[config.mk]
export PLATFORM = sky130hd
export DESIGN_NAME = pbf_ram
export DESIGN_NICKNAME = d
export VERILOG_FILES = /design/src/pbf_ram.sv
export SDC_FILE = /design/constraint.sdc
export NUM_CORES = 1
export LEC_CHECK = 0
export BUFFER_PORTS_ARGS = -buffer_cell sky130_fd_sc_hd__buf_2
export CORE_ASPECT_RATIO = 0.7
export CORE_MARGIN = 3
export CORE_UTILIZATION = 46
export DETAILED_ROUTE_END_ITERATION = 7
export MAX_ROUTING_LAYER = met4
export SKIP_CTS_REPAIR_TIMING = 1
export SYNTH_ARGS = -nofsm -noshare
export SYNTH_HDL_FRONTEND = slang
export SYNTH_SLANG_ARGS = --single-unit
[constraint.sdc]
create_clock -name clk -period 2.4 [get_ports clk]
set_clock_uncertainty 0.2 [all_clocks]
set_input_delay 0.36 -clock clk [delete_from_list [all_inputs] [get_ports clk]]
set_output_delay 0.36 -clock clk [all_outputs]
set_load 0.005 [all_outputs]
[src/pbf_ram.sv]
// Generic single-write, single-read synchronous RAM with registered read data.
// No dependencies.
`default_nettype none

module pbf_ram #(
    parameter int WIDTH = 8,
    parameter int DEPTH = 16
) (
    input  wire logic                                       clk,
    input  wire logic                                       we,
    input  wire logic [((DEPTH > 1) ? $clog2(DEPTH) : 1)-1:0] waddr,
    input  wire logic [WIDTH-1:0]                           wdata,
    input  wire logic [((DEPTH > 1) ? $clog2(DEPTH) : 1)-1:0] raddr,
    output logic      [WIDTH-1:0]                           rdata
);

    logic [WIDTH-1:0] mem [DEPTH];

    // write port
    always_ff @(posedge clk)
    begin
        if (we)
        begin
            mem[waddr] <= wdata;
        end
    end

    // registered read port
    always_ff @(posedge clk)
    begin
        rdata <= mem[raddr];
    end

endmodule

`default_nettype wire

======== Word-level counts from Yosys, hierarchy flattened ========
Memory sizes are Yosys's and may differ from the RTL's. A register that Yosys moved wholly into a read port is not among the register bits.
Cells that the tools add are included.
storage, ports and cells
  register bits after elaboration ......... 0
  bits in latches ......................... 0
  RAM bits ................................ 128
  bits in read-only memories .............. 0
  input bits .............................. 18
  output and inout bits ................... 8
  word-level logic and storage cells ...... 3
  memories ................................ 1
memories
  name  depth  width  rd ports  clocked after memory_dff  write ports  RTL line  text
  mem   16     8      1         1                         1            17        logic [WIDTH-1:0] mem [DEPTH];
cells by class
  add/sub/neg operators ................... 0
  multipliers ............................. 0
  divide/modulo/power cells ............... 0
  $lt $le $gt $ge ......................... 0
  eq/ne operators ......................... 0
  shift operators ......................... 0
  multiplexer cells ....................... 2
  bitwise gates (word level) .............. 0
  reductions and logical operators ........ 0
operators by type and width
  kind               count
  two-way mux 1 bit  2

======== Depth between registers and ports, before layout ========
  word-level depth ........................ 2
  mapped depth ............................ 5

======== Least setup slack after synthesis ========
Ideal clock, no wire load.
  path type ............................... input to register
  start point ............................. in waddr[2] (netlist bit)
  end point ............................... mem mem[0][0], enable pin
  arrival ................................. 1,470 ps
  required time ........................... 1,817 ps
  slack ................................... 347 ps
  cell stages on the path ................. 2
  path buffers ............................ 0
  cells stage by stage .................... or3b_2 nor3_1
RTL lines
  item                RTL line  text
  start: declaration  11        input wire logic [((DEPTH > 1) ? $clog2(DEPTH) : 1)-1:0] waddr,
  end: declaration    17
Straight into the memory's write port.

==> metrics.cfg <==
[pwr]
power.leakage_nw=2.09
peakVddDrop_uv=504
p_per_area_nw_per_um2=905

[synth]
synth-edff-count=128
ys_types=19
ys_async_sr_fraction_pct=0
syn_nets=247
synth.top_cell.area_share_pct=74.7
yosysTopAreaCell=edfxtp_1
yosysWarnings=0
synth.area.top_cells=edfxtp_1, mux4_2, mux4_1, dfxtp_1, a22oi_1
synth.avg_cell_area_sq_um=22.5
ys_seq_elements=136
synth.most_common_cell=edfxtp_1
netlist_instances=229
synth_seq_area_share_pct=77.8
netlist_area_sq_um=5150
yosys_most_used_dff=edfxtp_1
synth_common_cells=edfxtp_1, mux4_2, a22oi_1

[routing]
dr.first_iter.drc_count=206
ant_nets=0
post_drt_wl_per_cell_um=22.8
first_pass_iters=5
wl_mm=10.1
vias=2432
drc_errors=0
via_per_inst=5.48

[floorplanning]
rows=31
start_util_pct=48.4
core_area_sq_um=10600
chipHeight_um=94.5
die_w_um=132
io_pins=26
die_area_sq_um=12500

[timing]
post-route-min-period_ns=1.65
clock.fmax_mhz=606
min_period_over_period_pct=68.7
setup_viol_count_final=0
finalSetupTns_ns=0
finalMaxSlewViolations=0
worstMarginPinSlew_ns=0.410
maxSlewHeadroom_pct=72.6
rsz0062_at_grt=false
hold_viol=0

[cells_and_area]
antenna_cells=0
utilization_pct=57.9
final_layout_size_suffix_gt1_share_pct=31.8
nets=301
syn2layout_area_growth_pct=19.6
fill_cells=804

[setup_path]
worstPathRequired_ns=2.48
cp.arrival_ns=1.73
crit_path_max_fanout=32
worstSetupEndpointType=flop
startpoint_type=input port
critPathKind=in2reg

[clock_network]
clkTransAtPathRegs_ns=0.06
cts_max_level=4
cts.sinks=136
cts-root-buf=clkbuf_16
numCtsBuffers=17
insertion_delay_ns=0.40
cts_tree=yes
cts_buffer_depth=2

[flow_run]
cap_violations=0

[outcome]
status=complete, no violations

[global_routing]
grt_usage_pct=17.9
grt_max_degree=33
grt_pass1_vias=2469
grt_pass1_wl_mm=15.2
grt_overflow=0
grt_antenna_before_repair=0

[min_path]
hp-class=in2reg

[place]
dp_hpwl_mm=6.32
numPortBuffers=25
gp_congestion=0.729

==> metal layers <==
| metal | GRT usage [%] | vias up | part of all wire [%] |
|---|---|---|---|
| met5 | - | - | 0 |
| met4 | 5.71 | 0 | 0.19 |
| met3 | 4.53 | 2 | 6.1 |
| met2 | 25.5 | 71 | 46 |
| met1 | 25.6 | 1283 | 48 |
| li1 | - | 1076 | - |
==> sequential cells by signal (all words and copies together), names as in the netlist <==
name / cells
rdata: 8
mem: 128
==> cells in the final DEF, fill, tap and decap left out, types with 5 or more instances in the layout <==
master / count
edfxtp_1: 128
buf_2: 25
mux4_2: 18
buf_4: 18
clkbuf_16: 17
a22oi_1: 16
mux4_1: 14
nor2_1: 13
nand2_1: 9
dfxtp_1: 8
clkinvlp_4: 5
==> cells by family after synthesis <==
kind of cell,Yosys count,share of synthesized area (%)
and+or+nand+nor,35,3.18
buffers and inverters,10,1.68
muxes,32,15.0
AOI/OAI and AO/OA,16,2.33
DFF,136,77.8
==> final timing paths <==
path                                           from                   to  slack, ns  depth (start not counted)
worst max-delay path                       raddr[0]     rdata[2]$_DFF_P_       0.75                          5
worst min-delay path                       wdata[4]  mem[6][4]$_DFFE_PP_       0.14                          1
worst max register to register  mem[1][2]$_DFFE_PP_     rdata[2]$_DFF_P_       0.80                          3
worst min register to register  mem[8][5]$_DFFE_PP_     rdata[5]$_DFF_P_       0.49                          3
==> per-stage QoR <==
| step | instance area [sq um] | hold slack, ns | power (mW) | cells | worst slack (ns) |
|---|---|---|---|---|---|
| finish | 6160 | 0.143 | 5.57 | 444 | 0.750 |
| global route | 6160 | 0.151 | 5.76 | 444 | 0.683 |
| CTS | 6160 | 0.132 | 5.63 | 444 | 0.747 |
| detailed placement | 5550 | 0.475 | 2.97 | 412 | 0.316 |
| global placement | 5550 | 0.457 | 2.97 | 412 | 0.358 |
| floorplan | 5150 | 0.259 | 2.85 | 229 | 0.347 |
==> power breakdown <==
| group | leakage (nW) | internal (mW) | switching [mW] |
|---|---|---|---|
| logic | 0.586 | 0.108 | 0.138 |
| registers | 1.22 | 2.66 | 0.0174 |
| clock network | 0.285 | 1.72 | 0.929 |
==> critical path: stages <==
cell and delay [ns]:
buf_2 0.10, buf_12 0.25, mux4_1 0.64, a22oi_1 0.27, nand2_1 0.10
==> final cells by class <==
type,count,area (sq um),share of cell area [%]
Clock buffer,18,429,6.97
Clock inverter,14,181,2.95
Multi-Input combinational cell,83,1060,17.2
Sequential cell,136,4000,65.0
Tap cell,148,185,3.01
Timing Repair Buffer,45,300,4.88
No activity file was read; power rests on OpenSTA's default activity.
