`src/pbf_pkg.sv`:
```
// Shared types and constants for the partitioned bloom filter.
// No dependencies; imported by pbf_mod_lane and partitioned_bloom_filter.
`default_nettype none

package pbf_pkg;

    // key digest and divide loop
    localparam int DIGEST_W = 64;
    localparam int CNT_W    = 6;

    // filter size register and remainder width
    localparam int SIZE_W   = 13;

    // configuration port
    localparam int CFG_IDX_W  = 2;
    localparam int CFG_DATA_W = 13;
    localparam logic [CFG_IDX_W-1:0] REG_INDEX_MODE  = 2'd0;
    localparam logic [CFG_IDX_W-1:0] REG_FILTER_SIZE = 2'd1;

    // reset values of the configuration registers
    localparam logic              INDEX_MODE_RESET  = 1'b1;
    localparam logic [SIZE_W-1:0] FILTER_SIZE_RESET = 13'd4096;

    // request operation codes
    localparam logic OP_INSERT = 1'b0;
    localparam logic OP_QUERY  = 1'b1;

    // index mode codes
    localparam logic MODE_INDEPENDENT = 1'b0;
    localparam logic MODE_DOUBLE_HASH = 1'b1;

    // control from the sequencer to the remainder lanes
    typedef struct packed {
        logic load;
        logic step;
    } pbf_lane_ctl_t;

endpackage

`default_nettype wire

```
`src/pbf_mod_lane.sv`:
```
// Remainder lane: 64-bit dividend mod 13-bit size, one bit per cycle in ctl.step.
// Depends on pbf_pkg for widths and the lane control struct.
`default_nettype none

module pbf_mod_lane
    import pbf_pkg::*;
(
    input  wire logic                clk,
    input  wire pbf_lane_ctl_t       ctl,
    input  wire logic [DIGEST_W-1:0] dividend,
    input  wire logic [SIZE_W-1:0]   size,
    output logic      [SIZE_W-1:0]   rem
);

    logic [DIGEST_W-1:0] dvd_reg;
    logic [DIGEST_W-1:0] dvd_next;
    logic [SIZE_W-1:0]   rem_reg;
    logic [SIZE_W-1:0]   rem_next;
    logic [SIZE_W:0]     trial;

    // restoring step: shift in the next dividend bit, subtract size if it fits
    always_comb
    begin
        trial    = {rem_reg, dvd_reg[DIGEST_W-1]};
        dvd_next = dvd_reg;
        rem_next = rem_reg;
        if (ctl.load)
        begin
            dvd_next = dividend;
            rem_next = '0;
        end
        else if (ctl.step)
        begin
            if (trial >= {1'b0, size})
            begin
                trial = trial - {1'b0, size};
            end
            rem_next = trial[SIZE_W-1:0];
            dvd_next = {dvd_reg[DIGEST_W-2:0], 1'b0};
        end
    end

    always_ff @(posedge clk)
    begin
        dvd_reg <= dvd_next;
        rem_reg <= rem_next;
    end

    assign rem = rem_reg;

endmodule

`default_nettype wire

```
`config.mk`:
```
export PLATFORM = sky130hd
export DESIGN_NAME = pbf_mod_lane
export DESIGN_NICKNAME = d
export VERILOG_FILES = /design/src/pbf_pkg.sv /design/src/pbf_mod_lane.sv
export SDC_FILE = /design/constraint.sdc
export NUM_CORES = 1
export LEC_CHECK = 0
export BUFFER_PORTS_ARGS = -buffer_cell sky130_fd_sc_hd__buf_2
export CAP_MARGIN = 20
export CORE_MARGIN = 1.5
export CORE_UTILIZATION = 49
export DETAILED_ROUTE_END_ITERATION = 16
export PLACE_DENSITY = 0.86
export SYNTH_ARGS = -nofsm -noshare
export SYNTH_HDL_FRONTEND = slang
export SYNTH_SLANG_ARGS = --single-unit
```
`constraint.sdc`:
```
create_clock -name clk -period 2.6 [get_ports clk]
set_input_delay 0.13 -clock clk [delete_from_list [all_inputs] [get_ports clk]]
set_output_delay 0.13 -clock clk [all_outputs]
set_load 0.005 [all_outputs]
```
# Word level (Yosys, flattened, before mapping)
# Index checks and enable logic that the tools add are counted.
# totals
regBits	77
inputBits	80
wordCells	8
# classes
add_sub_neg	1
order_cmp	1
mux	3
reduce_logical	1
# ops
operator	n
2-to-1 mux 64 bit	2
greater-or-equal comparator 14 x 13 -> 1 bit	1
2-to-1 mux 13 bit	1
subtractor 13 bit	1
nonzero test 2 bit	1

# Depth between registers and ports, before layout
# Gate-level depths: netlist of run 1.
# depth
word_depth	2
mapped_depth	11
depth_no_buf	10

# Worst setup path before layout of run 1
# No wires, ideal clock.
# synth_timing
path_kind	register to register
from	reg dvd_reg[63]
to	reg rem_reg[1] (netlist: rem[1])
setup_time_ps	91
arrival_time_ps	2377
required_time_ps	2509
setup_slack_ps	132
path_stages_with_launch	11
synth_period_minus_slack_ps	2468
cell_sequence	edfxtp_1 > inv_1 > ha_1 > fa_1 > nand2b_1 > a211oi_1 > a211oi_2 > o211ai_2 > a41oi_4 > or4b_1 > o211ai_1
# synth_via
elab_chain_len	2
# synth_lines
element	line	rtl
from (decl)	pbf_mod_lane.sv:15	logic [DIGEST_W-1:0] dvd_reg;
from (signal assigned)	pbf_mod_lane.sv:45	dvd_reg <= dvd_next;
subtractor 13 bit or greater-or-equal comparator 14 x 13 -> 1 bit (tied branches)	pbf_mod_lane.sv:36, pbf_mod_lane.sv:34	
2-to-1 mux 13 bit (*)	pbf_mod_lane.sv:34	if (trial >= {1'b0, size})
to (signal assigned)	pbf_mod_lane.sv:46	rem_reg <= rem_next;
to (decl)	pbf_mod_lane.sv:17	logic [SIZE_W-1:0] rem_reg;
# Every way passes the cells marked *; elsewhere a longest branch is shown, timed or not.
# A chain may end at the register's enable or synchronous reset.

# Worst setup path after layout of run 1
# Ends and elaborated chain as after synthesis.

==> results_dict.tcl, run 1 <==
set metrics [dict create \
    routabilityCongestion 0.877 \
    fin_crit_sh_pct 96.2 \
    dp_slack_ps -89.1 \
    worstMarginPinSlew_ps 506 \
    final_cell_mix "buf_2 (92), edfxtp_1 (64), mux2_2 (63)" \
    drc_errors 0 \
    powerDensity_mw_per_mm2 648 \
    yosysSeqAreaShare_pct 55.2 \
    rows 32 \
    worst_slack_ps 99.1 \
    ant_nets 0 \
    min_path_type "in2reg" \
    clkSlewWorstSetupHoldPaths_ps 90 \
    synth_warnings 0 \
    finalSetupTns_ps 0 \
    synth_seq_cells 77 \
    p_clk_share_pct 30.0 \
    antenna_found_initial 0 \
    synth_edf_count 64 \
    ctsHoldBuffers 0 \
    clockBufferDepth 2 \
    syn-num-nets 387 \
    place.port_buffers 92 \
    cp_data_required_time_ps 2880 \
    nNetsFinal 483 \
    overflow 0 \
    final_common_cell "buf_2" \
    core_mm2 0.00777 \
    nFillCells 623 \
    final-hold-violation-count 0 \
    power.share.switching_pct 26.7 \
    crit_family "compound AO/OA/AOI/OAI gates" \
    path_class "reg2reg" \
    cts_sinks 77 \
    io_pins 93 \
    fp.dieW_um 92.8 \
    cpPeakStageDelay_ps 510 \
    grt_first_pass_wirelength_um 12300 \
    r2r_cells 10 \
    syn_to_final_growth_pct 21.5 \
    wire_per_inst_um 15.5 \
    seqPwrFrac_pct 49.6 \
    clock_latency_ps 350 \
    switching_power_uw 833 \
    ys.flop_type "edfxtp_1" \
    r2r_end "rem[1]" \
    largest_reg_flops 64 \
    diodes 0 \
    fin_area_mm2 0.00480 \
    critical_path_buf_inv_count 1 \
    post_drt_via_cell_ratio 5.38 \
    path_max_fanout 7 \
    cp-end-kind "flop" \
    cts_made_buffers 9 \
    grt_max_degree 56 \
    ys_types 48 \
    grt_pass1_vias 2607 \
    drive_gt1_share_pct 49.0 \
    drv_slew 0 \
    stdcell_count 496 \
    postLayoutCoreUtil_pct 61.8 \
    dp.cells 478 \
    cp_cell_sequence "inv_1 > ha_4 > fa_2 > nand2b_4 > a211oi_2 > a211oi_2 > o211ai_2 > a41oi_4 > or4b_1 > o211ai_1" \
    peakVddDrop_uv 384 \
    power_frac_comb_pct 20.5 \
    dr.pass1.iters 4 \
    min_path_cells 2 \
    die_h_um 92.8 \
    placed_area_mm2 0.00452 \
    slew_headroom_pct 66.2 \
    start_kind "flop" \
    finalClockSkew_ps 12.1 \
    min_to "dvd_reg[23]" \
    fmax_mhz 400 \
    finalCriticalPeriod_ps 2500 \
    tritoncts "built" \
    whs_ps 78.5 \
    hpwl_um 5340 \
    syn_area_mm2 0.00395 \
    gr-usage-all-layers_pct 18.5 \
    cp_common_cell "a211oi_2" \
    arrival_ps 2780 \
    min_from "dividend[23]" \
    cp_slowest_cell "or4b_1" \
    drt-total-wl_um 7700 \
    reg2reg_from "dvd_reg[63]" \
    die_area_mm2 0.00862 \
    drt_iter0_drc 83 \
    maxCapViolCount 0 \
    outcome "completed" \
    setup_viol 0 \
    reg2reg_slack_ps 100 \
    power.leakage_nw 2.02 \
    cts_max_level 3 \
    internal_power_mw 2.28 \
    via_count 2666 \
    synthArstFlopShare_pct 0 \
    avgSynthCellArea_um2 13.5 \
    clock_tree.root_cell "clkbuf_8" \
    power_mw 3.11 \
    initial_core_util_pct 50.9 \
    syn-instance-count 293 \
]
[per-layer routing]
layer,vias to the layer above,part of all wire (%),wire [um],track usage (%)
met3,23,6.0,461,4.93
met5,-,0,0,0
met4,0,2.4,187,8.08
li1,1291,-,-,-
met1,1270,42,3260,23.4
met2,82,49,3790,29.8
[cells by family after synthesis]
logic type | share of synthesized area [%]
xor+xnor | 2.22
fa+ha+maj | 4.62
simple gates | 5.98
buf+inv | 3.64
mux | 20.5
flops | 55.2
compound gates | 7.88
[cells in the mapped netlist, types with 3 or more instances]
cell,instances,area (um^2)
edfxtp_1,64,1920
a21o_1,3,22.5
clkbuf_1,11,41.3
dfxtp_1,13,260
mux2_2,63,709
xnor2_1,9,78.8
nand2_1,10,37.5
and2_1,3,18.8
a211oi_1,11,82.6
a21oi_1,5,25.0
mux2i_1,10,100
ha_1,13,163
nor2_1,18,67.6
inv_1,18,67.6
o21ai_0,5,25.0
[worst max-delay path by stage]
stage                startpoint     end  cells after the start
finish              dvd_reg[63]  rem[1]                     10
global route        dvd_reg[63]  rem[1]                     10
CTS                 dvd_reg[63]  rem[5]                     11
detailed placement  dvd_reg[63]  rem[5]                     11
global placement    dvd_reg[63]  rem[1]                     10
floorplan           dvd_reg[63]  rem[1]                     10
[area by class of cell]
cell class | count | area (um^2) | area share [%]
Multi-Input combinational cell | 183 | 1680 | 35.0
Tap cell | 102 | 128 | 2.66
Sequential cell | 77 | 2180 | 45.4
Clock inverter | 7 | 80.1 | 1.67
Inverter | 18 | 67.6 | 1.41
Clock buffer | 9 | 124 | 2.58
Timing Repair Buffer | 100 | 541 | 11.3
[timing repair]
item                                   in CTS  in global routing
setup buffers                               0                  2
endpoints found under the hold margin       0                  0
setup endpoints to repair                  10                 13
pin swaps                                   1                  6
gates resized for setup                     2                 10
[power by group through the flow]
stage          Sequential (mW)  Combinational, mW  Clock (mW)
2_1_floorplan             1.55              0.431           0
3_3_place_gp              1.56              0.567           0
3_5_place_dp              1.57              0.591           0
4_1_cts                   1.54              0.598       0.969
5_1_grt                   1.56              0.698        1.01
6_report                  1.54              0.637       0.934
Note: power is estimated with default switching activity, not from simulation.
==> run 2: changes to the inputs <==
--- a/config.mk
+++ b/config.mk
@@ -11,6 +11,7 @@
 export CORE_UTILIZATION = 49
 export DETAILED_ROUTE_END_ITERATION = 16
 export PLACE_DENSITY = 0.86
+export RECOVER_POWER = 25
 export SYNTH_ARGS = -nofsm -noshare
 export SYNTH_HDL_FRONTEND = slang
 export SYNTH_SLANG_ARGS = --single-unit
==> run 2 against run 1 <==
Combinational power about the same. Flip-flop and latch count unchanged. Critical endpoint unchanged. The flow now finishes with violations (max-capacitance violations, max-slew violations). Largest cell class unchanged. Critical path depth unchanged. Register-to-register slack about the same.
==> results_dict.tcl, run 2 (synthesis results as in run 1) <==
set metrics [dict create \
    outcome "finished with violations" \
    violations "max-capacitance violations, max-slew violations" \
    path_max_fanout 7 \
    ff_latch_area_mm2 0.00218 \
    finalCriticalPeriod_ps 2500 \
    finalClockSkew_ps 13.8 \
    postLayoutCoreUtil_pct 61.8 \
    final_common_cell "buf_2" \
    nFillCells 625 \
    largest_reg_flops 64 \
    cts_max_level 3 \
    grt_first_pass_wirelength_um 12300 \
    fmax_mhz 400 \
    wire_per_inst_um 15.6 \
    power.leakage_nw 2.02 \
    fin_crit_sh_pct 96.3 \
    multi_input_area_mm2 0.00168 \
    clock_latency_ps 350 \
    clock_tree.root_cell "clkbuf_8" \
    place.port_buffers 92 \
    cp-end-kind "flop" \
    cp_slowest_cell "or4b_1" \
    tritoncts "built" \
    dr.pass1.iters 4 \
    critical_path_buf_inv_count 1 \
    drc_errors 0 \
    min_path_type "in2reg" \
    clockBufferDepth 2 \
    grt_max_degree 56 \
    crit_family "compound AO/OA/AOI/OAI gates" \
    cp_common_cell "a211oi_2" \
    gr-usage-all-layers_pct 18.5 \
    routabilityCongestion 0.877 \
    cp_data_required_time_ps 2880 \
    maxCapViolCount 1 \
    power_mw 3.12 \
    powerDensity_mw_per_mm2 650 \
    nNetsFinal 483 \
    path_class "reg2reg" \
    setup_viol 0 \
    drive_gt1_share_pct 48.5 \
    antenna_found_initial 0 \
    startpoint "dvd_reg[63]" \
    min_from "dividend[23]" \
    die_h_um 92.8 \
    drt_iter0_drc 84 \
    min_path_cells 2 \
    io_pins 93 \
    via_count 2671 \
    hpwl_um 5340 \
    clkSlewWorstSetupHoldPaths_ps 90 \
    final-hold-violation-count 0 \
    slew_headroom_pct -21.4 \
    initial_core_util_pct 50.9 \
    peakVddDrop_uv 384 \
    reg2reg_from "dvd_reg[63]" \
    worst-path-stages 10 \
    cts_sinks 77 \
    arrival_ps 2790 \
    syn_to_final_growth_pct 21.4 \
    r2r_cells 10 \
    grt_pass1_vias 2607 \
    post_drt_via_cell_ratio 5.39 \
    worstMarginPinSlew_ps 1820 \
    overflow 0 \
    diodes 0 \
    cp_cell_sequence "inv_1 > ha_4 > fa_2 > nand2b_4 > a211oi_2 > a211oi_2 > o211ai_2 > a41oi_4 > or4b_1 > o211ai_1" \
    rows 32 \
    worst_slack_ps 97.3 \
    final_cell_mix "buf_2 (91), edfxtp_1 (64), mux2_2 (63)" \
    dp_slack_ps -89.1 \
    die_area_mm2 0.00862 \
    start_kind "flop" \
    fp.dieW_um 92.8 \
    drv_slew 37 \
    drt-total-wl_um 7720 \
    cpPeakStageDelay_ps 510 \
    cts_made_buffers 9 \
    ant_nets 0 \
    core_mm2 0.00777 \
]
[run 2: cell count changes in the layout (fill, tap and decap cells not counted), sizes merged]
| cell | delta |
|---|---|
| buf | -2 |
| clkbuf | +2 |
[run 2: cell type report]
type                            instances  share of cell area [%]
Clock buffer                            9                    2.58
Clock inverter                          7                    1.67
Inverter                               18                    1.41
Multi-Input combinational cell        183                    35.0
Sequential cell                        77                    45.5
Tap cell                              102                    2.66
Timing Repair Buffer                  100                    11.2
[run 2: timing repair]
item	in CTS	in global routing
pin swaps	1	6
buffers inserted	0	2
resized for setup	2	10
setup endpoints to repair	10	13
hold buffers	0	0
[run 2: worst paths after layout]
path	endpoint	slack (ps)
setup / recovery	rem[1]	100
hold / removal	dvd_reg[23]	80
setup reg to reg	rem[1]	100
hold reg to reg	rem[12]	510
[run 2: metrics by stage]
stage	hold slack (ps)	area (um^2)	instances	TNS (ps)
detailed placement	436	4520	478	-185
global placement	416	4520	478	0
global route	60.0	4800	496	-7.53
CTS	55.9	4740	494	0
finish	77.3	4800	496	0
floorplan	334	3950	293	0
[run 2: where the power goes]
part	total [mW]	switching, mW	internal, mW
clock	0.936	0.479	0.457
combinational	0.638	0.303	0.335
sequential	1.54	0.0537	1.49
[run 2: metal layers]
metal	track usage, %	routed length (um)	up-vias
met1	23.4	3300	1274
li1	-	-	1290
met2	29.8	3790	87
met3	4.93	441	20
met5	0	0	-
met4	8.08	184	0
